===== src/ftnh_pkg.sv =====
`timescale 1ns / 1ps

package ftnh_pkg;

    // Spray counter table depth and index width.
    localparam int LINK_SLOTS = 1024;
    localparam int SLOT_W     = $clog2(LINK_SLOTS);

    // Field widths.
    localparam int STAGE_W = 3;
    localparam int HOST_W  = 16;
    localparam int FLOW_W  = 32;
    localparam int HOPS_W  = 4;
    localparam int PORT_W  = 6;
    localparam int RADIX_W = 7;
    localparam int MODE_W  = 2;
    localparam int HALF_W  = 6;
    localparam int WORD_W  = 32;

    // Hop stages.
    localparam logic [STAGE_W-1:0] STG_HOST_EDGE = 3'd0;
    localparam logic [STAGE_W-1:0] STG_EDGE_AGG  = 3'd1;
    localparam logic [STAGE_W-1:0] STG_AGG_EDGE  = 3'd2;
    localparam logic [STAGE_W-1:0] STG_AGG_CORE  = 3'd3;
    localparam logic [STAGE_W-1:0] STG_CORE_AGG  = 3'd4;
    localparam logic [STAGE_W-1:0] STG_DELIVERY  = 3'd5;

    // Uplink balance modes.
    localparam logic [MODE_W-1:0] MODE_SPRAY = 2'd0;
    localparam logic [MODE_W-1:0] MODE_HASH  = 2'd1;

    // Configuration register indexes.
    localparam logic CFG_RADIX = 1'b0;
    localparam logic CFG_MODE  = 1'b1;

    // Expected hop counts on delivery.
    localparam logic [HOPS_W-1:0] HOPS_RACK  = 4'd2;
    localparam logic [HOPS_W-1:0] HOPS_POD   = 4'd4;
    localparam logic [HOPS_W-1:0] HOPS_OTHER = 4'd6;

    // Divider command and status.
    typedef struct packed {
        logic start;
        logic long_op;
    } t_div_cmd;

    typedef struct packed {
        logic busy;
        logic done;
    } t_div_stat;

endpackage


===== src/ftnh_div.sv =====
`timescale 1ns / 1ps

// Restoring divider, one quotient bit per cycle. A short operation divides
// the low 16 bits of the dividend, a long one all 32 bits.
module ftnh_div
    import ftnh_pkg::*;
(
    input  logic                 i_clk,
    input  logic                 i_rst_n,
    input  t_div_cmd             i_cmd,
    input  logic [WORD_W-1:0]    i_dividend,
    input  logic [HALF_W-1:0]    i_divisor,
    output t_div_stat            o_stat,
    output logic [WORD_W-1:0]    o_quotient,
    output logic [HALF_W-1:0]    o_remainder
);

    logic               r_busy, n_busy;
    logic               r_done, n_done;
    logic [4:0]         r_cnt, n_cnt;
    logic [WORD_W-1:0]  r_dvd, n_dvd;
    logic [HALF_W-1:0]  r_rem, n_rem;
    logic [HALF_W-1:0]  r_dsr, n_dsr;
    logic [HALF_W:0]    trial;
    logic [HALF_W:0]    diff;
    logic               q_bit;

    // One trial subtraction per cycle.
    always_comb begin
        trial = {r_rem, r_dvd[WORD_W-1]};
        diff  = trial - {1'b0, r_dsr};
        q_bit = (trial >= {1'b0, r_dsr});
    end

    always_comb begin
        n_busy = r_busy;
        n_done = 1'b0;
        n_cnt  = r_cnt;
        n_dvd  = r_dvd;
        n_rem  = r_rem;
        n_dsr  = r_dsr;
        if (i_cmd.start) begin
            n_busy = 1'b1;
            n_rem  = '0;
            n_dsr  = i_divisor;
            if (i_cmd.long_op) begin
                n_dvd = i_dividend;
                n_cnt = 5'd31;
            end else begin
                n_dvd = {i_dividend[15:0], 16'd0};
                n_cnt = 5'd15;
            end
        end else if (r_busy) begin
            n_dvd = {r_dvd[WORD_W-2:0], q_bit};
            n_rem = q_bit ? diff[HALF_W-1:0] : trial[HALF_W-1:0];
            n_cnt = r_cnt - 5'd1;
            if (r_cnt == 5'd0) begin
                n_busy = 1'b0;
                n_done = 1'b1;
            end
        end
    end

    always_ff @(posedge i_clk) begin
        if (!i_rst_n) begin
            r_busy <= 1'b0;
            r_done <= 1'b0;
            r_cnt  <= '0;
        end else begin
            r_busy <= n_busy;
            r_done <= n_done;
            r_cnt  <= n_cnt;
        end
        r_dvd <= n_dvd;
        r_rem <= n_rem;
        r_dsr <= n_dsr;
    end

    assign o_stat.busy  = r_busy;
    assign o_stat.done  = r_done;
    assign o_quotient   = r_dvd;
    assign o_remainder  = r_rem;

endmodule


===== config.mk =====
export PLATFORM = sky130hd
export DESIGN_NAME = ftnh_div
export DESIGN_NICKNAME = d
export VERILOG_FILES = /design/src/ftnh_pkg.sv /design/src/ftnh_div.sv
export SDC_FILE = /design/constraint.sdc
export NUM_CORES = 1
export LEC_CHECK = 0
export BUFFER_PORTS_ARGS = -buffer_cell sky130_fd_sc_hd__buf_2
export CAP_MARGIN = 20
export CORE_MARGIN = 5
export CORE_UTILIZATION = 40
export CTS_CLUSTER_SIZE = 12
export DETAILED_ROUTE_END_ITERATION = 8
export PLACE_DENSITY_LB_ADDON = 0.25
export SYNTH_ARGS = -nofsm -noshare
export SYNTH_HDL_FRONTEND = slang
export SYNTH_SLANG_ARGS = --single-unit

===== constraint.sdc =====
create_clock -name i_clk -period 2.05 [get_ports i_clk]
set_clock_uncertainty 0.1 [all_clocks]
set_input_delay 0.1025 -clock i_clk [delete_from_list [all_inputs] [get_ports i_clk]]
set_output_delay 0.1025 -clock i_clk [all_outputs]
set_load 0.05 [all_outputs]

After elaboration in Yosys (flattened, before gate mapping)
Index checks and enable logic that the tools add are counted.

Add/subtract/negate cells: 2. Multiply operators: 0. Divide/modulo/power cells: 0. Magnitude comparators: 1. Equal/unequal tests: 0. Shift-type cells: 0. Mux-type cells: 11. Bitwise gates (word level): 2. Reductions and logical operators: 3.

Operator list (number): 2-to-1 mux 32 bit (3); 2-to-1 mux 5 bit (3); greater-or-equal comparator 7 x 6 -> 1 bit (1); 2-to-1 mux 6 bit (1); subtractor 6 bit (1); zero test 5 bit (1); subtractor 5 x 1 -> 5 bit, second input constant (1); 2-to-1 mux 1 bit (4); OR reduction 3 bit (1); NOT 1 bit (2); nonzero test 2 bit (1).

Flip-flop bits (word level): 51. Bits in latches: 0. RAM bits: 0. Bits in read-only memories: 0. Bits of input ports: 42. Output and inout bits: 40. Logic and storage cells: 25. Memories: 0.

Longest topological paths before layout
Word-level depth: 4. Depth in mapped cells: 8. Depth with buffers taken out: 8.

Least setup slack after synthesis
Ideal clock, no wire load.

Kind: register -> register. Start point: register r_rem[3] (netlist: o_remainder[3]). End point: register r_rem[2] (netlist: o_remainder[2]). Setup time: 137 ps. Arrival time: 2112 ps. Required time: 1813 ps. Slack: -299 ps. Stages on the path, launching flop included: 7. Path buffers: 0. Period minus slack after synthesis: 2349 ps. Path through: dfxtp_1 -> ha_1 -> a21o_1 -> a211o_1 -> a41oi_4 -> mux2i_1 -> a211oi_1.

Word-level cells in the longest chain between the ends: 2.

RTL lines: start, declared (line ftnh_div.sv:22) `logic [HALF_W-1:0] r_rem, n_rem;`; start signal, assigned (line ftnh_div.sv:75) `r_rem <= n_rem;`; greater-or-equal comparator 7 x 6 -> 1 bit (line ftnh_div.sv:32) `q_bit = (trial >= {1'b0, r_dsr});`; 2-to-1 mux 6 bit (line ftnh_div.sv:55) `n_rem = q_bit ? diff[HALF_W-1:0] : trial[HALF_W-1:0];`.

No other way between the ends. A chain may end at the register's enable or synchronous reset.

Final worst setup path
Start point: register r_dsr[4]. End point: register r_rem[4] (netlist: o_remainder[4]).

Word-level cells in the longest chain between the ends: 2. Elaborated cells on any way between the ends: 3. Classes of those cells: 1 x add/sub; 1 x order compare; 1 x mux.

RTL lines: start, declared (line ftnh_div.sv:23) `logic [HALF_W-1:0] r_dsr, n_dsr;`; start signal, assigned (line ftnh_div.sv:76) `r_dsr <= n_dsr;`; subtractor 6 bit or greater-or-equal comparator 7 x 6 -> 1 bit (tied branches) (line ftnh_div.sv:31, ftnh_div.sv:32); 2-to-1 mux 6 bit (*) (line ftnh_div.sv:55).

Mark *: on every way between the ends. The rest lies on a longest branch, timed or not.

==> results.md <==
- Placement row count: 29
- Main area contributors after synthesis: sky130_fd_sc_hd__edfxtp_1 (44%), sky130_fd_sc_hd__dfxtp_1 (10%), sky130_fd_sc_hd__mux2i_1 (7.7%)
- Most common cell after layout, fill and taps aside: sky130_fd_sc_hd__buf_2
- Highest ir drop seen on vdd: 0.461 mV
- Max-cap viol count: 0
- Area taken by multi-input logic gates: 1110 um2
- Cell with the biggest individual delay on the critical path: sky130_fd_sc_hd__edfxtp_1
- Fill cell instance count of the final layout: 588
- P per Cell Area: 796 nW/um2
- Setup repair after global routing missed its margin: true
- First-pass GRT wire length: 10300 um
- Share of post-route cells with drive strength above 1: 32.4%
- GRT Util Overall: 15.4%
- Run status: completed
- Flop2flop setup slack: 0.9 ps
- Starting DRT DRC Count: 126
- Die extent in y: 90.4 um
- Net Count, Synth: 300
- Fraction of synthesis flops using an asynchronous set or reset pin: 0%
- Leakage power: 1.57 nW
- Share of Yosys cell area claimed by the top area cell type: 44.1%
- Placed instance count: 406
- Leading cell types in the layout, fill and taps excluded: sky130_fd_sc_hd__buf_2 (81), sky130_fd_sc_hd__edfxtp_1 (38), sky130_fd_sc_hd__nor2_1 (29), sky130_fd_sc_hd__inv_1 (24), sky130_fd_sc_hd__a21oi_1 (21)
- Sequence of cells on the critical path: inv_2 > ha_4 > a21o_1 > a211o_4 > a41oi_4 > mux2i_1 > a211oi_2
- Number of CTS-inserted buffers: 5
- Number of buffers inserted by port buffering: 81
- Core ar.: 6310 um2
- Final critical-path share of the clock period: 100%
- Overall via count from detail_route: 2170
- Count of flip-flops with a built-in enable after synthesis: 38
- Initial Util: 41.0%
- Arrival time at the worst endpoint: 2130 ps
- Number of iterations in the first detailed-routing pass: 5
- Worst setup path startpoint: r_dsr[4]
- Final total power: 2.78 mW
- FF-to-FF path depth: 7
- Synthesized area: 2590 um2
- Number of setup violations in the final report: 0
- Post-synthesis instance total: 249
- FF-to-FF Start: r_dsr[4]
- Required time of the critical path: 2130 ps
- Post-CTS clock slew at the launch and capture registers of the worst setup and hold paths: 90 ps
- Time the worst path needs with I/O delays and setup: 2050 ps
- Routed Antenna Nets: 0
- # nets final: 408
- Via count of the first global-routing pass: 2116
- Final hold viol count: 0
- Setup crit end kind: flop
- Sequential cell area: 1400 um2
- Detail-routed via count per cell: 4.99
- Endpoint of the worst register-to-register path: o_remainder[4]
- CTS Root Cell: sky130_fd_sc_hd__clkbuf_8
- Post-Syn Area per Cell: 10.4 um2
- Half-perimeter wire length after detailed placement: 4460 um
- Post-synthesis cell type with the largest combined area: sky130_fd_sc_hd__edfxtp_1
- Upper clock frequency limit: 488 MHz
- Total length of routed wires: 6370 um
- Final standard cell count with taps included and fillers excluded: 435
- Path length in cells of the critical path: 7
- DRC viols: 0
- Deepest clock path buffer count: 2
- Clock latency reported for the late side of the worst-skew pair: 300 ps
- Sequential area share after synthesis: 54.2%
- Hold slack final: 10.3 ps
- Floorplan die area: 8180 um2
- H-Tree Depth: 2
- Ant diodes: 0
- Clock net sink count: 51
- Tightest Pin Transition: 395 ps
- Max-slew headroom: 73.3%
- Number of I/O pins: 82
- Count of warnings emitted by yosys: 0
- Termination of the worst setup path: o_remainder[4]
- Number of slew-limit violations in the final report: 0
- Number of library cell types mapped by synthesis: 35
- Maximum number of pins on one net before global-route repair: 33
- Placed cell area: 3130 um2
- Worst Path Buf+Inv: 1
- Crit Path Max Fanout: 5
- CP Launch Type: flop
- Final GP Congestion: 0.772
- Number of antenna violations at the first check in global routing: 0
- Slowest stage delay, CP: 380 ps
- Area of all placed cells without fillers: 3490 um2
- WL/cell: 14.6 um
- Die width: 90.4 um
- CTS tree: done
- Grt total ovfl: 0
- Synth Register Bits: 51
- Class of the tightest hold or removal check: input pin to flop
- Layout Area Growth over Synthesis: 35.0%
- Kind of cell with the highest combined delay on the critical path: compound AO/OA/AOI/OAI gates
- Critical path class: flop to flop
- Flip-flop cell with the highest count after synthesis: sky130_fd_sc_hd__edfxtp_1
power breakdown:
part / total, mW / switching [mW] / internal, mW
clock network: 0.554 / 0.314 / 0.240
logic: 0.923 / 0.603 / 0.320
registers: 1.30 / 0.0703 / 1.23
area by class of cell:
cell class / instances / share of cell area, %
timing repair buffer: 115 / 20.2
inverter: 25 / 2.69
sequential: 51 / 40.2
multi-input combinational: 159 / 31.9
clock buffer: 7 / 2.18
tap: 77 / 2.76
clock inverter: 1 / 0.143
layer usage:
| metal | vias up | wire length, um | track usage [%] |
|---|---|---|---|
| met1 | 1006 | 2860 | 20.3 |
| li1 | 1082 | - | - |
| met3 | 11 | 394 | 3.83 |
| met2 | 71 | 3010 | 25.2 |
| met5 | - | 0 | 0 |
| met4 | 0 | 100 | 4.47 |
registers in the layout (all words and copies together) (netlist names):
name and count:
o_quotient 32, o_remainder 6, r_dsr 6, r_cnt 5, r_busy 1, r_done 1
worst min path at each step:
stage	from	endpoint	slack, ps	depth (start not counted)
floorplan	i_divisor[0]	r_dsr[0]	100	0
global placement	i_divisor[5]	r_dsr[5]	180	1
detailed placement	i_divisor[5]	r_dsr[5]	180	1
CTS	i_dividend[12]	o_quotient[12]	0.9	3
global route	i_dividend[1]	o_quotient[1]	20	3
finish	i_dividend[1]	o_quotient[1]	10	3
worst register-to-register path, delay by kind of cell (launching register included):
family / cells / cell delay [ps]
multiplexers: 1 / 270
AO/OA/AOI/OAI: 4 / 900
adder cells (fa/ha/maj): 1 / 190
buffers and inverters: 1 / 80
flip-flops: 1 / 380
stage by stage:
step	setup WS (ps)	TNS [ps]	utilization (%)
floorplan	-202	-963	-
global placement	33.8	0	49.6
detailed placement	-40.1	-156	49.6
CTS	8.68	0	54.3
global route	-87.3	-264	55.3
finish	0.905	0	55.3
kinds of logic (layout without fill, tap and decap cells):
family                   after synthesis  in the layout  synth area share, %
multiplexers                          20             20                 7.74
AND/OR/NAND/NOR                       66             66                 11.5
XOR/XNOR                               7              7                 2.37
flip-flops                            51             51                 54.2
AO/OA/AOI/OAI                         56             57                 13.4
buffers and inverters                 40            148                 6.19
adder cells (fa/ha/maj)                9              9                 4.64
synth_stat cells (2+ instances only):
master	number
sky130_fd_sc_hd__edfxtp_1	38
sky130_fd_sc_hd__nor2_1	29
sky130_fd_sc_hd__inv_1	25
sky130_fd_sc_hd__a21oi_1	22
sky130_fd_sc_hd__mux2i_1	20
sky130_fd_sc_hd__nand2_1	20
sky130_fd_sc_hd__o21ai_0	17
sky130_fd_sc_hd__dfxtp_1	13
sky130_fd_sc_hd__clkbuf_1	11
sky130_fd_sc_hd__ha_1	8
sky130_fd_sc_hd__o21a_1	5
sky130_fd_sc_hd__xor2_1	5
sky130_fd_sc_hd__nor2b_1	4
sky130_fd_sc_hd__a211oi_1	3
sky130_fd_sc_hd__a21o_1	2
sky130_fd_sc_hd__a311oi_1	2
sky130_fd_sc_hd__buf_2	2
sky130_fd_sc_hd__buf_4	2
sky130_fd_sc_hd__nand2b_1	2
sky130_fd_sc_hd__nand3_1	2
sky130_fd_sc_hd__or2_2	2
sky130_fd_sc_hd__xnor2_1	2
timing repair:
| action | 4_1_cts | 5_1_grt |
|---|---|---|
| gates resized for setup | 1 | 8 |
| pin swaps | 2 | 5 |
| hold buffers | 18 | 0 |
| endpoints found under the hold margin | 23 | 0 |
| endpoints found under the setup margin | 6 | 7 |
| cloned | 1 | 0 |
| buffers inserted | 2 | 0 |
Power figures use the tool's default switching activity.
